**src/rtl/pbta_pkg.sv**
```systemverilog
package pbta_pkg;

   localparam int PIXEL_BITS      = 10;
   localparam int ANGLE_FRAC_BITS = 13;
   localparam int ATAN_ITERATIONS = 16;

   localparam int DIST_W  = 18;
   localparam int SCALE_W = 20;

   // offsets: centre +/- half size - lens centre, signed
   localparam int OFS_W   = PIXEL_BITS + 2;
   localparam int SQ_W    = 2 * PIXEL_BITS + 2;
   localparam int RPROD_W = DIST_W + SQ_W;
   localparam int RAD_W   = RPROD_W + 1;
   localparam int PROD_W  = SCALE_W + 1 + OFS_W;
   localparam int MAG_W   = SCALE_W + PIXEL_BITS + 1;
   localparam int SUMN_W  = PROD_W + 1;

   // denominator in Q0.32, unity plus one bit
   localparam int ONE_SHIFT = 32;
   localparam int DEN_W     = ONE_SHIFT + 1;
   localparam logic [DEN_W-1:0] ONE_Q32 = DEN_W'(1) << ONE_SHIFT;

   // plane value = min(mag * 2^32 / D, 2^48), one quotient bit per divider cell
   localparam int QUOT_W    = 48;
   localparam int DIV_STEPS = QUOT_W;
   localparam int MAG_SHIFT = QUOT_W - ONE_SHIFT;
   localparam int PLANE_W   = QUOT_W + 1;
   localparam logic [PLANE_W-1:0] PLANE_LIMIT = PLANE_W'(1) << QUOT_W;

   // arctangent datapath
   localparam int SUM_W        = PLANE_W + 2;
   localparam int CORDIC_W     = SUM_W + 2;
   localparam int X_INIT_SHIFT = 25;
   localparam int Z_W          = 33;
   localparam int STAGE_IDX_W  = (ATAN_ITERATIONS > 1) ? $clog2(ATAN_ITERATIONS) : 1;
   localparam int ANGLE_SHIFT  = 30 - ANGLE_FRAC_BITS;
   localparam int ANGLE_W      = ANGLE_FRAC_BITS + 2;

   localparam longint HALF_PI_Q30 = 64'sd1686629713;
   localparam longint ANGLE_MAX_L =
      (HALF_PI_Q30 + (64'sd1 <<< (ANGLE_SHIFT - 1))) >>> ANGLE_SHIFT;
   localparam logic signed [Z_W:0]       ANGLE_MAX_Z = (Z_W+1)'(ANGLE_MAX_L);
   localparam logic signed [ANGLE_W-1:0] ANGLE_MAX_A = ANGLE_W'(ANGLE_MAX_L);
   localparam logic signed [Z_W:0]       ROUND_HALF  = (Z_W+1)'(1) <<< (ANGLE_SHIFT - 1);

   // configuration
   localparam int CSR_IDX_W  = 3;
   localparam int CSR_DATA_W = 20;

   typedef enum logic [CSR_IDX_W-1:0] {
      REG_OCX    = 3'd0,
      REG_OCY    = 3'd1,
      REG_DISTX  = 3'd2,
      REG_DISTY  = 3'd3,
      REG_SCALEX = 3'd4,
      REG_SCALEY = 3'd5
   } csr_reg_type;

   localparam logic [PIXEL_BITS-1:0] OCX_RESET    = PIXEL_BITS'(160);
   localparam logic [PIXEL_BITS-1:0] OCY_RESET    = PIXEL_BITS'(100);
   localparam logic [DIST_W-1:0]     DISTX_RESET  = DIST_W'(19027);
   localparam logic [DIST_W-1:0]     DISTY_RESET  = DIST_W'(20587);
   localparam logic [SCALE_W-1:0]    SCALEX_RESET = SCALE_W'(49305);
   localparam logic [SCALE_W-1:0]    SCALEY_RESET = SCALE_W'(51285);

   typedef struct packed {
      logic healthy;
      logic err;
      logic sat_x_pos;
      logic sat_x_neg;
      logic sat_y_pos;
      logic sat_y_neg;
   } tag_type;

   typedef struct packed {
      logic [DEN_W-1:0]     rem;
      logic [DEN_W-1:0]     den;
      logic [MAG_SHIFT-1:0] bits;
      logic [QUOT_W-1:0]    quot;
      logic                 ovf;
      logic                 neg;
   } div_lane_type;

   // lanes: 0 x near corner, 1 x far corner, 2 y near corner, 3 y far corner
   typedef struct packed {
      tag_type                tag;
      div_lane_type [3:0]     lane;
   } div_stage_type;

   typedef struct packed {
      logic signed [CORDIC_W-1:0] x;
      logic signed [CORDIC_W-1:0] y;
      logic signed [Z_W-1:0]      z;
   } cordic_axis_type;

   typedef struct packed {
      tag_type               tag;
      cordic_axis_type [1:0] axis;
   } cordic_stage_type;

   // atan(2^-i) in Q.30
   function automatic logic [Z_W-1:0] atan_q30(input int unsigned i);
      logic [Z_W-1:0] v;
      case (i)
         0:       v = Z_W'(843314857);
         1:       v = Z_W'(497837829);
         2:       v = Z_W'(263043837);
         3:       v = Z_W'(133525159);
         4:       v = Z_W'(67021687);
         5:       v = Z_W'(33543516);
         6:       v = Z_W'(16775851);
         7:       v = Z_W'(8388437);
         8:       v = Z_W'(4194283);
         9:       v = Z_W'(2097149);
         10:      v = Z_W'(1048576);
         11:      v = Z_W'(524288);
         12:      v = Z_W'(262144);
         13:      v = Z_W'(131072);
         14:      v = Z_W'(65536);
         15:      v = Z_W'(32768);
         16:      v = Z_W'(16384);
         17:      v = Z_W'(8192);
         18:      v = Z_W'(4096);
         19:      v = Z_W'(2048);
         20:      v = Z_W'(1024);
         21:      v = Z_W'(512);
         22:      v = Z_W'(256);
         23:      v = Z_W'(128);
         default: v = '0;
      endcase
      return v;
   endfunction

endpackage

```
**src/rtl/pbta_cordic_cell.sv**
```systemverilog
module pbta_cordic_cell (
   input  logic                                 clock,
   input  logic                                 reset,
   input  logic                                 advance,
   input  logic [pbta_pkg::STAGE_IDX_W-1:0]     stage_idx,
   input  logic                                 in_valid,
   input  pbta_pkg::cordic_stage_type           in_stage,
   output logic                                 out_valid,
   output pbta_pkg::cordic_stage_type           out_stage
);

   logic                       valid_ff;
   pbta_pkg::cordic_stage_type stage_ff;
   pbta_pkg::cordic_stage_type stage_in;
   logic signed [pbta_pkg::Z_W-1:0] step_angle;

   assign step_angle = $signed(pbta_pkg::atan_q30(int'(stage_idx)));

   // vectoring rotation, no move when y is already zero
   always_comb begin
      logic signed [pbta_pkg::CORDIC_W-1:0] xs;
      logic signed [pbta_pkg::CORDIC_W-1:0] ys;
      logic signed [pbta_pkg::CORDIC_W-1:0] xv;
      logic signed [pbta_pkg::CORDIC_W-1:0] yv;
      logic signed [pbta_pkg::Z_W-1:0]      zv;
      stage_in = in_stage;
      for (int a = 0; a < 2; a++) begin
         xv = $signed(in_stage.axis[a].x);
         yv = $signed(in_stage.axis[a].y);
         zv = $signed(in_stage.axis[a].z);
         xs = xv >>> stage_idx;
         ys = yv >>> stage_idx;
         if (yv > 0) begin
            stage_in.axis[a].x = xv + ys;
            stage_in.axis[a].y = yv - xs;
            stage_in.axis[a].z = zv + step_angle;
         end else if (yv < 0) begin
            stage_in.axis[a].x = xv - ys;
            stage_in.axis[a].y = yv + xs;
            stage_in.axis[a].z = zv - step_angle;
         end
      end
   end

   always_ff @(posedge clock) begin
      if (reset) begin
         valid_ff <= 1'b0;
      end else if (advance) begin
         valid_ff <= in_valid;
      end
   end

   always_ff @(posedge clock) begin
      if (advance) begin
         stage_ff <= stage_in;
      end
   end

   assign out_valid = valid_ff;
   assign out_stage = stage_ff;

endmodule
```
**config.mk**
```make
export PLATFORM = sky130hd
export DESIGN_NAME = pbta_cordic_cell
export DESIGN_NICKNAME = d
export VERILOG_FILES = /design/src/rtl/pbta_pkg.sv /design/src/rtl/pbta_cordic_cell.sv
export SDC_FILE = /design/constraint.sdc
export NUM_CORES = 2
export LEC_CHECK = 0
export BUFFER_PORTS_ARGS = -buffer_cell sky130_fd_sc_hd__buf_2
export CORE_MARGIN = 5
export CORE_UTILIZATION = 31
export DETAILED_ROUTE_END_ITERATION = 8
export PLACE_DENSITY_LB_ADDON = 0.3
export SETUP_SLACK_MARGIN = 0.15
export SYNTH_ARGS = -nofsm -noshare
export SYNTH_HDL_FRONTEND = slang
export SYNTH_SLANG_ARGS = --single-unit
```
**constraint.sdc**
```tcl
create_clock -name clock -period 8 [get_ports clock]
set_clock_uncertainty 0.15 [all_clocks]
set_input_delay 0.8 -clock clock [delete_from_list [all_inputs] [get_ports clock]]
set_output_delay 0.8 -clock clock [all_outputs]
set_load 0.005 [all_outputs]
```
==> metrics.md <==
| Metric | Value |
|---|---|
| Post-detailed-placement half-perimeter wirelength | `about 210 mm` |
| Post-detailed-route DRC marker count | `0` |
| Library cells used by synthesis | `102` |
| Clock slew seen by the registers of the worst setup and hold paths | `60 ps` |
| Total number of placement rows | `153` |
| Minimum period implied by the final worst setup slack | `approximately 6300 ps` |
| TritonCTS clock tree | `yes` |
| Power per cell area | `177 nW/um^2` |
| Overflow left after global routing | `0` |
| Vias per std cell | `5.92` |
| Clk root buf | `sky130_fd_sc_hd__clkbuf_16` |
| Largest net degree at the start of global routing | `between 100 and 150` |
| Total negative setup slack | `0 ps` |
| Maximum clock frequency | `~160 MHz` |
| Data required time of the critical path | `8200 ps` |
| Gr usage total | `27.4%` |
| Cell with the most instances after synthesis | `sky130_fd_sc_hd__nand2_1` |
| Top post-synthesis cells by count | `sky130_fd_sc_hd__nand2_1 (869), sky130_fd_sc_hd__a21oi_1 (720), sky130_fd_sc_hd__nor2_1 (638), sky130_fd_sc_hd__ha_1 (574), sky130_fd_sc_hd__o21ai_0 (507)` |
| Top-level I/O count | `around 580` |
| Run status | `completed` |
| Iteration-0 DRC count of the detailed router | `6,113` |
| Number of cells produced by synthesis | `7,316` |
| Arrival time of data at the critical path endpoint | `around 6500 ps` |
| Clk sinks | `285` |
| Synth warnings | `0` |
| Die ar. | `182,000 um^2` |
| Layout overhead on the synthesized area | `11.2%` |
| Hold Violations, Final | `0` |
| Setup Buffers After CTS | `0` |
| Net count reported at finish | `8,411` |
| Unrepaired setup endpoints after global routing | `no` |
| Relative slew slack | `17.1%` |
| Mean routed wirelength per cell | `26.5 um` |
| Clock power share | `18.0%` |
| Crit. End Element | `flip-flop` |
| Count of hold-fix buffers inserted at cts | `0` |
| WS Path Type | `input port to flip-flop` |
| Switching part of the total power | `between 40% and 50%` |
| Final cell count without fillers | `just under 10,000` |
| Fraction of layout cells with a size suffix above 1 | `13.1%` |
| Fraction of post-synthesis cell area in the top cell type by area | `roughly 16%` |
| Number of setup violations in the final report | `0` |
| Initial DRT Pass Iterations | `6` |
| Internal power | `5490 uW` |
| Global-route wire length before repair | `between 300 and 400 mm` |
| Largest cells by area after synthesis | `sky130_fd_sc_hd__edfxtp_1 (16%), sky130_fd_sc_hd__ha_1 (13%), sky130_fd_sc_hd__a21oi_1 (6.7%)` |
| Final RePlAce weighted congestion | `slightly above 1` |
| Maximum capacitance violations | `0` |
| Port-buffer cells | `576` |
| Synth area leader | `sky130_fd_sc_hd__edfxtp_1` |
| Die span in x | `427 um` |
| Worst vdd ir | `0.138 mV` |
| Power dissipated by switching net loads | `between 5000 and 6000 uW` |
| Total non-filler cell area in the finished layout | `59,900 um^2` |
| Placeable core region | `173,000 um^2` |
| Synthesis-stage register bit count | `285` |
| Sequential cell area fraction in the yosys report | `about 16%` |
| Number of synthesized flops with an enable pin | `284` |
| Pins Over Slew Limit | `0` |
| Slew at the pin closest to its max-slew limit | `approximately 1200 ps` |
| Area after detailed placement | `58,500 um^2` |
| Combinational fraction of design power | `a little over 60%` |
| Initial antenna violation count | `67` |
| Total power | `10,600 uW` |
| Number of buffers added by the clock tree synthesis step | `41` |
| Synth Cell Area | `53,900 um^2` |
| Total number of vias | `58,700` |
| Post-synthesis net count | `8,194` |
| Ratio of final minimum period to clock period | `around four fifths` |
| Via count of the first global-routing pass | `55,400` |
| Power share of the sequential group | `20.5%` |
| Average instance area after synthesis | `7.36 um^2` |
| Die Y-Extent | `~430 um` |
| Primary flip-flop cell chosen by synthesis mapping | `sky130_fd_sc_hd__edfxtp_1` |
| FFs w/ async S/R, synth | `0%` |
| Path category of the worst min-delay check | `input port to flip-flop` |
| Source-to-sink clock delay at the later pin of the worst-skew pair | `between 600 and 700 ps` |
| Remaining antenna violation count | `0` |
| CTS H-Tree Depth | `2` |
| Routed Wire Length | `263 mm` |
| Number of cells in the design after placement | `9,815` |
| Startpoint type of the worst setup path | `input port` |
| Clock Path Buffers | `3` |
| Number of gates resized after CTS | `0` |
| Effective utilization at floorplan | `31.1%` |
| Leak | `0.0255 uW` |
| Top fanout value on the critical path | `70` |
## per-layer routing
layer	vias to the layer above	part of all wire (%)	GRT usage (%)
li1	27100	-	-
met1	28400	41	35.1
met2	2703	45	44.9
met3	560	7.5	4.69
met4	30	5.7	13.0
met5	-	0.075	0
## cell families (layout without fill, tap and decap cells)
kind of cell    after synthesis  after routing  synth area share (%)
buf+inv                     979           1226                  6.95
compound gates             2387           2387                  28.2
other cells                   0             31                     0
flops                       285            285                  15.9
mux                         297            297                  8.70
fa+ha+maj                   586            586                  13.8
simple gates               2403           2403                  20.3
xor+xnor                    379            379                  6.16
## power groups by stage
stage / registers (uW) / clock network, uW / logic [uW]
floorplan: 2200 / 0 / 4180
global placement: 2200 / 0 / 6400
detailed placement: 2200 / 0 / 6360
CTS: 2180 / 1990 / 6400
global route: 2200 / 2030 / 7030
finish: 2180 / 1910 / 6510
## metrics by stage
stage	hold slack [ps]	setup slack [ps]	utilization, %
detailed placement	338	1230	33.7
global route	120	1480	34.5
finish	163	1700	34.5
floorplan	335	2030	-
global placement	316	1160	33.7
CTS	96.4	1910	34.5
## cell type report
type | instances | area (um^2)
diodes | 31 | 77.6
flip-flops and latches | 285 | 8550
clock buffers | 43 | 1030
inverters | 520 | 1960
well taps | 2325 | 2910
clock inverters | 30 | 300
multi-input cells | 6052 | 41600
repair buffers | 633 | 3420
fillers | 18800 | 114000
## worst max-delay path, cell delays in order
cell                       delay (ps)
sky130_fd_sc_hd__buf_8            430
sky130_fd_sc_hd__buf_4            530
sky130_fd_sc_hd__mux4_2           430
sky130_fd_sc_hd__mux2i_1          360
sky130_fd_sc_hd__nand2_1          180
sky130_fd_sc_hd__o21ai_0          320
sky130_fd_sc_hd__ha_1             470
sky130_fd_sc_hd__nand3_1          310
sky130_fd_sc_hd__or3_1            410
sky130_fd_sc_hd__o21ai_0          420
sky130_fd_sc_hd__o21ai_0          350
sky130_fd_sc_hd__o211ai_1         620
sky130_fd_sc_hd__a21o_1           350
sky130_fd_sc_hd__a211oi_1         150
sky130_fd_sc_hd__mux2i_1          150
sky130_fd_sc_hd__o311ai_0         140
## path summary, 6_finish.rpt
kind	from	end	slack [ps]	cells after the start
setup / recovery	stage_idx[1]	out_stage[223]	1700	16
hold / removal	reset	out_valid	160	2
setup reg to reg	out_valid	out_valid	7260	2
hold reg to reg	out_valid	out_valid	350	2
## registers in the layout (all words and copies together), names as in the netlist
signal     count
out_stage    284
out_valid      1
## cells in the final DEF, fill, tap and decap left out, types with 31 or more instances in the layout
| master | netlist | final |
|---|---|---|
| sky130_fd_sc_hd__clkbuf_16 | 0 | 41 |
| sky130_fd_sc_hd__a221oi_1 | 33 | 33 |
| sky130_fd_sc_hd__or3_1 | 39 | 39 |
| sky130_fd_sc_hd__nand2_1 | 869 | 867 |
| sky130_fd_sc_hd__edfxtp_1 | 284 | 284 |
| sky130_fd_sc_hd__and3_1 | 37 | 37 |
| sky130_fd_sc_hd__a21o_1 | 135 | 135 |
| sky130_fd_sc_hd__o211ai_1 | 68 | 68 |
| sky130_fd_sc_hd__xor2_1 | 62 | 62 |
| sky130_fd_sc_hd__a21oi_1 | 720 | 720 |
| sky130_fd_sc_hd__o31ai_1 | 86 | 86 |
| sky130_fd_sc_hd__a31o_2 | 31 | 31 |
| sky130_fd_sc_hd__nand2b_1 | 74 | 74 |
| sky130_fd_sc_hd__nor3_1 | 156 | 156 |
| sky130_fd_sc_hd__or2_2 | 33 | 33 |
| sky130_fd_sc_hd__nor2b_1 | 103 | 103 |
| sky130_fd_sc_hd__nor2_1 | 638 | 635 |
| sky130_fd_sc_hd__o22ai_1 | 104 | 104 |
| sky130_fd_sc_hd__o21a_1 | 71 | 71 |
| sky130_fd_sc_hd__nand4_1 | 56 | 56 |
| sky130_fd_sc_hd__and2_1 | 36 | 36 |
| sky130_fd_sc_hd__a31oi_1 | 77 | 77 |
| sky130_fd_sc_hd__nand3_1 | 201 | 201 |
| sky130_fd_sc_hd__buf_2 | 43 | 569 |
| sky130_fd_sc_hd__mux4_2 | 134 | 134 |
| sky130_fd_sc_hd__o21bai_1 | 137 | 137 |
| sky130_fd_sc_hd__a211oi_1 | 94 | 94 |
| sky130_fd_sc_hd__diode_2 | 0 | 31 |
| sky130_fd_sc_hd__buf_4 | 2 | 54 |
| sky130_fd_sc_hd__o21ai_0 | 507 | 507 |
| sky130_fd_sc_hd__mux2i_1 | 132 | 132 |
| sky130_fd_sc_hd__nor4_1 | 94 | 91 |
| sky130_fd_sc_hd__xnor2_1 | 317 | 317 |
| sky130_fd_sc_hd__ha_1 | 574 | 574 |
| sky130_fd_sc_hd__mux2_2 | 31 | 31 |
| sky130_fd_sc_hd__inv_1 | 503 | 501 |
(Power assumes the default switching activity.)
