$ cat src/rtl/pbta_pkg.sv
package pbta_pkg;

   localparam int PIXEL_BITS      = 10;
   localparam int ANGLE_FRAC_BITS = 13;
   localparam int ATAN_ITERATIONS = 16;

   localparam int DIST_W  = 18;
   localparam int SCALE_W = 20;

   // offsets: centre +/- half size - lens centre, signed
   localparam int OFS_W   = PIXEL_BITS + 2;
   localparam int SQ_W    = 2 * PIXEL_BITS + 2;
   localparam int RPROD_W = DIST_W + SQ_W;
   localparam int RAD_W   = RPROD_W + 1;
   localparam int PROD_W  = SCALE_W + 1 + OFS_W;
   localparam int MAG_W   = SCALE_W + PIXEL_BITS + 1;
   localparam int SUMN_W  = PROD_W + 1;

   // denominator in Q0.32, unity plus one bit
   localparam int ONE_SHIFT = 32;
   localparam int DEN_W     = ONE_SHIFT + 1;
   localparam logic [DEN_W-1:0] ONE_Q32 = DEN_W'(1) << ONE_SHIFT;

   // plane value = min(mag * 2^32 / D, 2^48), one quotient bit per divider cell
   localparam int QUOT_W    = 48;
   localparam int DIV_STEPS = QUOT_W;
   localparam int MAG_SHIFT = QUOT_W - ONE_SHIFT;
   localparam int PLANE_W   = QUOT_W + 1;
   localparam logic [PLANE_W-1:0] PLANE_LIMIT = PLANE_W'(1) << QUOT_W;

   // arctangent datapath
   localparam int SUM_W        = PLANE_W + 2;
   localparam int CORDIC_W     = SUM_W + 2;
   localparam int X_INIT_SHIFT = 25;
   localparam int Z_W          = 33;
   localparam int STAGE_IDX_W  = (ATAN_ITERATIONS > 1) ? $clog2(ATAN_ITERATIONS) : 1;
   localparam int ANGLE_SHIFT  = 30 - ANGLE_FRAC_BITS;
   localparam int ANGLE_W      = ANGLE_FRAC_BITS + 2;

   localparam longint HALF_PI_Q30 = 64'sd1686629713;
   localparam longint ANGLE_MAX_L =
      (HALF_PI_Q30 + (64'sd1 <<< (ANGLE_SHIFT - 1))) >>> ANGLE_SHIFT;
   localparam logic signed [Z_W:0]       ANGLE_MAX_Z = (Z_W+1)'(ANGLE_MAX_L);
   localparam logic signed [ANGLE_W-1:0] ANGLE_MAX_A = ANGLE_W'(ANGLE_MAX_L);
   localparam logic signed [Z_W:0]       ROUND_HALF  = (Z_W+1)'(1) <<< (ANGLE_SHIFT - 1);

   // configuration
   localparam int CSR_IDX_W  = 3;
   localparam int CSR_DATA_W = 20;

   typedef enum logic [CSR_IDX_W-1:0] {
      REG_OCX    = 3'd0,
      REG_OCY    = 3'd1,
      REG_DISTX  = 3'd2,
      REG_DISTY  = 3'd3,
      REG_SCALEX = 3'd4,
      REG_SCALEY = 3'd5
   } csr_reg_type;

   localparam logic [PIXEL_BITS-1:0] OCX_RESET    = PIXEL_BITS'(160);
   localparam logic [PIXEL_BITS-1:0] OCY_RESET    = PIXEL_BITS'(100);
   localparam logic [DIST_W-1:0]     DISTX_RESET  = DIST_W'(19027);
   localparam logic [DIST_W-1:0]     DISTY_RESET  = DIST_W'(20587);
   localparam logic [SCALE_W-1:0]    SCALEX_RESET = SCALE_W'(49305);
   localparam logic [SCALE_W-1:0]    SCALEY_RESET = SCALE_W'(51285);

   typedef struct packed {
      logic healthy;
      logic err;
      logic sat_x_pos;
      logic sat_x_neg;
      logic sat_y_pos;
      logic sat_y_neg;
   } tag_type;

   typedef struct packed {
      logic [DEN_W-1:0]     rem;
      logic [DEN_W-1:0]     den;
      logic [MAG_SHIFT-1:0] bits;
      logic [QUOT_W-1:0]    quot;
      logic                 ovf;
      logic                 neg;
   } div_lane_type;

   // lanes: 0 x near corner, 1 x far corner, 2 y near corner, 3 y far corner
   typedef struct packed {
      tag_type                tag;
      div_lane_type [3:0]     lane;
   } div_stage_type;

   typedef struct packed {
      logic signed [CORDIC_W-1:0] x;
      logic signed [CORDIC_W-1:0] y;
      logic signed [Z_W-1:0]      z;
   } cordic_axis_type;

   typedef struct packed {
      tag_type               tag;
      cordic_axis_type [1:0] axis;
   } cordic_stage_type;

   // atan(2^-i) in Q.30
   function automatic logic [Z_W-1:0] atan_q30(input int unsigned i);
      logic [Z_W-1:0] v;
      case (i)
         0:       v = Z_W'(843314857);
         1:       v = Z_W'(497837829);
         2:       v = Z_W'(263043837);
         3:       v = Z_W'(133525159);
         4:       v = Z_W'(67021687);
         5:       v = Z_W'(33543516);
         6:       v = Z_W'(16775851);
         7:       v = Z_W'(8388437);
         8:       v = Z_W'(4194283);
         9:       v = Z_W'(2097149);
         10:      v = Z_W'(1048576);
         11:      v = Z_W'(524288);
         12:      v = Z_W'(262144);
         13:      v = Z_W'(131072);
         14:      v = Z_W'(65536);
         15:      v = Z_W'(32768);
         16:      v = Z_W'(16384);
         17:      v = Z_W'(8192);
         18:      v = Z_W'(4096);
         19:      v = Z_W'(2048);
         20:      v = Z_W'(1024);
         21:      v = Z_W'(512);
         22:      v = Z_W'(256);
         23:      v = Z_W'(128);
         default: v = '0;
      endcase
      return v;
   endfunction

endpackage

$ cat src/rtl/pbta_div_cell.sv
module pbta_div_cell (
   input  logic                    clock,
   input  logic                    reset,
   input  logic                    advance,
   input  logic                    in_valid,
   input  pbta_pkg::div_stage_type in_stage,
   output logic                    out_valid,
   output pbta_pkg::div_stage_type out_stage
);

   logic                    valid_ff;
   pbta_pkg::div_stage_type stage_ff;
   pbta_pkg::div_stage_type stage_in;

   // one restoring step per lane: shift in the next numerator bit
   always_comb begin
      logic [pbta_pkg::DEN_W:0] trial;
      logic                     fits;
      stage_in     = in_stage;
      for (int j = 0; j < 4; j++) begin
         trial = {in_stage.lane[j].rem, in_stage.lane[j].bits[pbta_pkg::MAG_SHIFT-1]};
         fits  = trial >= {1'b0, in_stage.lane[j].den};
         stage_in.lane[j].rem  = fits ? pbta_pkg::DEN_W'(trial - {1'b0, in_stage.lane[j].den})
                                      : pbta_pkg::DEN_W'(trial);
         stage_in.lane[j].bits = in_stage.lane[j].bits << 1;
         stage_in.lane[j].quot = {in_stage.lane[j].quot[pbta_pkg::QUOT_W-2:0], fits};
      end
   end

   always_ff @(posedge clock) begin
      if (reset) begin
         valid_ff <= 1'b0;
      end else if (advance) begin
         valid_ff <= in_valid;
      end
   end

   always_ff @(posedge clock) begin
      if (advance) begin
         stage_ff <= stage_in;
      end
   end

   assign out_valid = valid_ff;
   assign out_stage = stage_ff;

endmodule

$ cat config.mk
export PLATFORM = sky130hd
export DESIGN_NAME = pbta_div_cell
export DESIGN_NICKNAME = d
export VERILOG_FILES = /design/src/rtl/pbta_pkg.sv /design/src/rtl/pbta_div_cell.sv
export SDC_FILE = /design/constraint.sdc
export NUM_CORES = 1
export LEC_CHECK = 0
export BUFFER_PORTS_ARGS = -buffer_cell sky130_fd_sc_hd__buf_2
export CAP_MARGIN = 20
export CORE_AREA = 2 2 412 414
export DETAILED_ROUTE_END_ITERATION = 12
export DIE_AREA = 0 0 414 416
export PLACE_DENSITY = 0.32
export SETUP_SLACK_MARGIN = 0.02
export SLEW_MARGIN = 40
export SYNTH_ARGS = -nofsm -noshare
export SYNTH_HDL_FRONTEND = slang
export SYNTH_SLANG_ARGS = --single-unit
export TNS_END_PERCENT = 10
$ cat constraint.sdc
create_clock -name clock -period 10.4 [get_ports clock]
set_clock_uncertainty 0.1 [all_clocks]
set_input_delay 2.6 -clock clock [delete_from_list [all_inputs] [get_ports clock]]
set_output_delay 2.6 -clock clock [all_outputs]
set_load 0.05 [all_outputs]
==> results.txt, run 1 <==
The I/O pin count is 1073. The number of gates given a new drive strength after cts came out at 0. The maximum level of the CTS H-tree came out at 3. The final critical path takes up 59.7% of the cycle.

The initial core utilization is 14.9%. The endpoint of the worst-slack reg-to-reg timing path is out_valid. The hold buffer count at CTS came out at 0. The fraction of synthesized cell area in xor and xnor cells came out at 3.88%. The aggregate global routing overflow is 0. The total core area is 0.168 mm². The power per cell area is 199 mW/mm². The average footprint of a synthesized cell is 13.1 µm². The max-slew violation total from the final report came out at 0. In this run the remaining antenna-violating nets after routing total 0. The worst register-to-register path begins at out_valid. The final critical-path required period is 6.21 ns. The area growth from synthesis to final layout is 41.4%. Setup repair after global routing left no endpoint under its margin. The path class of the lowest-slack min-delay path is reg -> reg. The die is 416 µm tall. TritonCTS built the clock tree. The number of antenna violations at the first check in global routing came out at 77. The vias per cell is 3.71. The vias after detailed routing came out at 19.7k. STA puts the critical path data arrival time at 6.52 ns.

The clock network fraction of total power is 36.1%. The maximum resistive drop on vdd is 0.122 mV. Setup violations remaining at the end of the flow were counted as 0. edfxtp_1 is the most common cell in the netlist. The post-placement worst setup slack is 3.42 ns. The die covers 0.172 mm². By area, the combinational part of the netlist is dominated by compound AO/OA/AOI/OAI gates. The cell at the slowest stage of the critical path is o21ai_4. Together, buffers and inverters on the worst path number 4. The number of global-route vias before repair was 20.4k.

For hold timing, the worst endpoint is out_valid. The fraction of layout instances using a drive strength above 1 is 41.3%. The cell internal power dissipation came out at 4.55 mW.

The highest cell delay on the worst timing path is 0.60 ns. The net switching component of the power is 2.50 mW. The fraction of power spent switching nets is 35.5%. The clock slew at the register clock pins of the worst setup and hold paths is 0.06 ns. The horizontal die dimension is 414 µm. The register area came out at 0.0159 mm². The fraction of the mapped netlist area in simple logic gates came out at 7.23%. The power share of the sequential group came out at 37.9%. The maximum number of pins on one net before global-route repair is 132. The worst hold path cell count is 2. By area the synthesized netlist is led by edfxtp_1 63%, ha_1 6.6%, mux2_2 2.7%, a21oi_1 2.7%, inv_1 2.7%. The max-capacitance violation count came out at 0.

The placer congestion estimate came out at 0.796. The mapped cell area came out at 0.0251 mm². Summing the areas of all compound-gate instances in the mapped netlist gives 11.5% of the synthesized area. The post-detailed-routing wire length is 115000 µm. For the worst flop-to-flop path, the logic depth is 2. The synthesized design contains 531 register bits. Multiplexer cells account for 3.08% of the synthesized area. The sequential-to-total area share from yosys stat is 63.5%.

The flow ran to the end, and the final reports show no timing, DRC or antenna violations. Headroom to the max-slew limit came out at 41.3%. The biggest area contributor in the post-synthesis netlist is edfxtp_1.

The data required time of the critical path is 10.72 ns. The final sum of negative setup slack came out at 0 ns. The proportion of netlist area held by the largest area contributor came out at 63.4%.

The element type at the critical path end is a flip-flop. The adder-cell share of the synthesized area came out at 6.90%. The largest driver fanout on the critical path came out at 36. The floorplan row count is 151. The global-route total usage across every layer is 12.8%. The synthesized netlist cell count is 1919. The family of cells with the greatest summed delay on the critical path is compound AO/OA/AOI/OAI gates.

By count the netlist is led by 530 x edfxtp_1, 178 x inv_1, 141 x nand2_1. Across all register-to-register paths, the minimum setup slack is 9.71 ns. The CTS sink count is 531. The leakage power summed over all cells came out at 15.0 nW. The number of failing hold endpoints at the final stage is 0. The root buffer cell chosen for the clock tree is clkbuf_16. Once the clock tree was built, the setup fixing pass inserted 0 buffers. The number of nets in the final layout is 3690. The buffer depth of the longest clock path is 3. The critical path is of the in -> reg type. After filler insertion, the fill cell instance count of the layout stands at 18.5k. The HPWL after detailed placement is 94000 µm. The first-pass GRT wire length came out at 157000 µm.

The fraction of synthesis flops using an asynchronous set or reset pin came out at 0%. The critical path goes through buf_2 -> inv_1 -> ha_1 -> inv_1 -> fa_1 -> a21o_1 -> a21o_1 -> a31o_2 -> a22oi_2 -> a211o_1 -> a21oi_1 -> o21ai_4 -> buf_4 -> mux2_2. In the synthesized netlist the dominant register cell turns out to be edfxtp_1. After layout, the worst setup slack is 4.19 ns.

TritonCTS created 75 clock buffers. At the later pin of the worst-skew pair, clock insertion delay measures 0.66 ns. The average wire per standard cell is 21.6 µm.

The fmax came out at 0.161 GHz. The multi-input logic area is 0.00822 mm². The first detailed-routing pass took 7 iterations.

In this run the tool buffered the top-level ports with 1064 buffer cells. The number of enable flip-flop cells after synthesis came out at 530. The nature of the critical path startpoint is an input port. The number of different library cells used by synthesis comes to 78.

For this block, the initial DRC count from the detailed router was 1038. The actual slew at the worst max-slew pin is 0.880 ns. In this run the most critical hold path is launched from out_valid.

The part of the total power dissipated in combinational logic came out at 25.9%. After detailed routing, the number of remaining DRC violations is 0. The number of warnings reported in the yosys synthesis log came out at 0.
[power by group through the flow]
stage	logic [mW]	clock network, mW	registers [mW]
2_1_floorplan	0.491	0	3.46
3_3_place_gp	1.87	0	2.72
3_5_place_dp	1.86	0	2.72
4_1_cts	1.87	2.68	2.68
5_1_grt	1.95	2.74	2.70
6_report	1.83	2.55	2.67
[worst reg2reg max path, stage by stage, from the launching register on]
cell     delay (ns)
dfxtp_1        0.30
mux2i_1        0.12
nor2_1         0.05
[cells by family (layout without fill, tap and decap cells)]
family | count (synthesis) | after routing
and+or+nand+nor | 376 | 376
adders and majority gates | 136 | 136
xor gates and xnor gates | 111 | 111
AOI/OAI and AO/OA | 461 | 461
buffers and inverters | 234 | 1383
other | 1 | 22
muxes | 69 | 69
DFF | 531 | 531
[metal layers]
metal	vias up	wire (µm)	GRT usage (%)
li1	9392	-	-
met1	9250	41600	13.2
met2	764	59000	23.3
met3	231	10400	5.44
met4	44	3620	4.46
met5	-	247	0
[worst max-delay path by stage]
stage / start / endpoint / depth (start not counted)
2_1_floorplan: in_stage[329] / out_stage[387] / 14
4_1_cts: in_stage[65] / out_stage[100] / 14
3_5_place_dp: in_stage[65] / out_stage[100] / 14
5_1_grt: in_stage[65] / out_stage[100] / 14
6_report: in_stage[65] / out_stage[100] / 14
3_3_place_gp: in_stage[65] / out_stage[100] / 14
[cell usage in the layout, fill, tap and decap left out, drive strengths merged, types with 23 or more instances in the layout]
cell type  instances
buf             1073
edfxtp           530
inv              185
nand2            141
a21oi            135
ha               132
o21ai            126
clkbuf            88
a21o              65
nor2              64
xnor2             63
mux2              62
xor2              48
nand4             34
nand3             29
clkinv            23
[per-stage QoR]
| step | instance area [µm²] | utilization, % | hold WS, ns | power, mW | cells |
|---|---|---|---|---|---|
| after global placement | 33000 | 19.6 | 0.381 | 4.59 | 5156 |
| after CTS | 35400 | 21.1 | 0.409 | 7.23 | 5288 |
| final | 35500 | 21.1 | 0.400 | 7.05 | 5307 |
| after detailed placement | 33000 | 19.7 | 0.390 | 4.58 | 5156 |
| after floorplan | 25100 | - | 0.633 | 3.95 | 1922 |
| after global routing | 35500 | 21.1 | 0.460 | 7.38 | 5298 |
[cell type report]
cell class                 count  area share, %
sequential                   531           44.9
inverter                     178           1.88
multi-input combinational   1157           23.2
clock inverter                44           1.09
clock buffer                  88           5.55
antenna                       18          0.127
tap                         2218           7.82
timing repair buffer        1073           15.4
[sequential cells by signal, indices dropped and copies added, names as in the netlist]
register and cells:
out_valid 1, out_stage 530
Power figures use the tool's default switching activity.
==> inputs of run 2 (changes only) <==
--- a/config.mk
+++ b/config.mk
@@ -7,9 +7,9 @@
 export LEC_CHECK = 0
 export BUFFER_PORTS_ARGS = -buffer_cell sky130_fd_sc_hd__buf_2
 export CAP_MARGIN = 20
-export CORE_AREA = 2 2 412 414
+export CORE_AREA = 2 2 416 418
 export DETAILED_ROUTE_END_ITERATION = 12
-export DIE_AREA = 0 0 414 416
+export DIE_AREA = 0 0 418 420
 export PLACE_DENSITY = 0.32
 export SETUP_SLACK_MARGIN = 0.02
 export SLEW_MARGIN = 40
==> constraint.sdc (replaced) <==
create_clock -name clock -period 6.1 [get_ports clock]
set_clock_uncertainty 0.1 [all_clocks]
set_input_delay 1.525 -clock clock [delete_from_list [all_inputs] [get_ports clock]]
set_output_delay 1.525 -clock clock [all_outputs]
set_load 0.05 [all_outputs]
==> results.txt, run 2 (synthesis gave the netlist of run 1 again) <==
The data required time of the critical path is 6.42 ns. The I/O pin count came out at 1073. The number of gates resized after CTS was 0.

The max-slew violation total from the final report came out at 0. The first-pass GRT wire length came out at 158000 µm. The die covers 0.176 mm². Subtracting the final worst setup slack from the clock period gives 4.64 ns. The number of nets with antenna violations after detailed routing is 0.

In the layout the commonest cells are 1063 x buf_2, 530 x edfxtp_1, 178 x inv_1. The y dimension of the die is 420 µm. Global routing consumed, over all layers together, 12.7% of the routing resources. Summing over every cut layer, the via total after detailed routing is 19.7k. For this design, the slowest cell found on the critical path is fa_1. The worst-case IR drop observed on VDD is 0.208 mV. STA classifies the critical path endpoint as a flip-flop. The critical path goes through buf_2 -> inv_1 -> ha_1 -> inv_1 -> fa_1 -> a211oi_1 -> o21ai_1 -> a211oi_2 -> nor4_1 -> o21ai_1 -> o211ai_1 -> a21boi_2 -> o21ai_4 -> buf_4 -> mux2_2. The cell internal power dissipation came out at 7.72 mW.

Measured on the finished design, the core utilization comes to 20.8%. The leakage power summed over all cells is 15.1 nW. The number of iterations in the first detailed-routing pass came out at 7.

Setup violations remaining at the end of the flow were counted as 0. The fraction of power spent switching nets is 35.7%. The number of antenna violations at the first check in global routing is 60. The highest cell delay on the worst timing path came out at 0.42 ns. The actual slew at the worst max-slew pin is 0.918 ns.

The clock network fraction of total power is 35.6%. The number of global-route vias before repair came out at 20.0k. The floorplan row count came out at 152. For this run, design rule violations remaining after detail routing come to 0.

The nature of the critical path startpoint is an input port. In this run the power spent charging and discharging nets is 4.28 mW. The largest driver fanout on the critical path came out at 18. The wire-length estimate of the detail-placed layout is 97600 µm. The number of clock buffers inserted by TritonCTS came out at 73. The maximum level of the CTS H-tree came out at 3. The buffer depth of the longest clock path is 3. For this block, wires on met1 add up to 44200 µm. The register with the most flip-flops in the layout has 530 of them. The horizontal die dimension came out at 418 µm.

The max-capacitance violation count is 0. Per report_power, the sequential group accounts for 37.9% of the total. The DRC marker count from the first detailed-route iteration came out at 874. For this run the aggregate overflow at the end of global routing stands at 0. Measured in cells, the most critical reg-to-reg path has a length of 2. The flow ran to the end, and the final reports show no timing, DRC or antenna violations. The final clock period utilization by the worst path came out at 76.0%. The clock slew at the register clock pins of the worst setup and hold paths is 0.05 ns. The number of nets in the final layout came out at 3707. Across all hold checks on the routed design, the worst slack comes to 0.402 ns. At the end of routability-driven placement, the weighted congestion stood at 0.803.

For this run, the top clock speed supported by timing is 0.216 GHz. Once the floorplan was initialized, standard cells occupied 14.7% of the core. The number of failing hold endpoints at the final stage is 0. The post-CTS setup buffer count came out at 0. Power spread over the standard cell area amounts to 337 mW/mm². Along the worst hold path, the cell count comes to 2. The TritonCTS clock tree is yes.

The sum of met3 wire segment lengths after detailed routing came out at 8840 µm. The total of buffers placed on input and output ports came out at 1064. The critical path is of the in -> reg type. The CTS sink count is 531.

The worst pin sits at a relative slew slack of 38.8%. Setup repair after global routing left no endpoint under its margin. The routed length on met2 is 61600 µm. The cell sitting at the root of the clock tree is a clkbuf_16. Dividing the detail-routed wire length by the instance count gives 22.0 µm. The most common cell after layout, fill and taps aside is buf_2.

Adding up every negative setup slack in the final design gives 0 ns. The vias per cell came out at 3.68. For the worst-skew pair, the clock arrives at the later sink with an insertion delay of 0.67 ns. Counting the fill cells in the layout gives 18.7k. The arrival time of data at the critical path endpoint came out at 4.96 ns.

From synthesis to final layout, the design area changed by 41.9%. The part of the total power dissipated in combinational logic came out at 26.5%. In this run the worst hold path is classified as reg -> reg. The region available for standard cell placement spans 0.171 mm². Hold repair after CTS inserted 0 buffers.

The fraction of layout instances using a drive strength above 1 came out at 41.4%. The maximum number of pins on one net before global-route repair is 101. After detailed routing, the total wire length is 117000 µm.

The highest signal layer in the routed design is met5.
run 2: cell types whose count changed in the layout (fill, tap and decap cells not counted), moves of 2 or more:
cell,change
diode_2,-7
clkinv_16,+2
buf_12,+2
clkinvlp_4,-9
clkbuf_1,+7
clkbuf_16,-4
buf_4,+17
run 2: per-layer routing:
metal	up-vias	global-route usage, %
met2	675	23.4
met4	18	3.35
met5	-	0
li1	9410	-
met1	9362	13.9
met3	185	4.31
run 2: critical path: cells and delay by family:
kind,cells,cell delay (ns)
and+or+nand+nor,1,0.13
AOI/OAI and AO/OA,7,1.79
adders and majority gates,2,0.60
buffers and inverters,4,0.59
muxes,1,0.31
run 2: final timing paths:
check,start,endpoint,slack (ns)
worst max-delay path,in_stage[329],out_stage[371],1.46
worst min-delay path,out_valid,out_valid,0.40
worst max register to register,out_valid,out_valid,5.42
worst min register to register,out_valid,out_valid,0.40
run 2: power by group through the flow:
stage,registers [mW],logic (mW),clock network (mW)
5_1_grt,4.59,3.40,4.59
4_1_cts,4.56,3.25,4.47
3_5_place_dp,4.63,3.24,0
6_report,4.55,3.18,4.27
3_3_place_gp,4.63,3.25,0
2_1_floorplan,5.90,0.837,0
run 2: area by class of cell:
cell class	count	area, µm²	share of cell area (%)
Clock inverter	41	425	1.19
Sequential cell	531	15900	44.8
Multi-Input combinational cell	1157	8220	23.1
Inverter	178	668	1.88
Timing Repair Buffer	1092	5640	15.8
Antenna cell	11	27.5	0.0773
Clock buffer	91	1890	5.32
Tap cell	2233	2790	7.85
run 2: through the flow:
stage	setup WS, ns	total power, mW	instance area [µm²]	instances
final	1.46	12.0	35600	5334
after global routing	1.23	12.6	35600	5326
after global placement	0.606	7.87	33200	5189
after detailed placement	0.670	7.86	33300	5191
after floorplan	1.71	6.74	25100	1922
after CTS	1.44	12.3	35600	5323
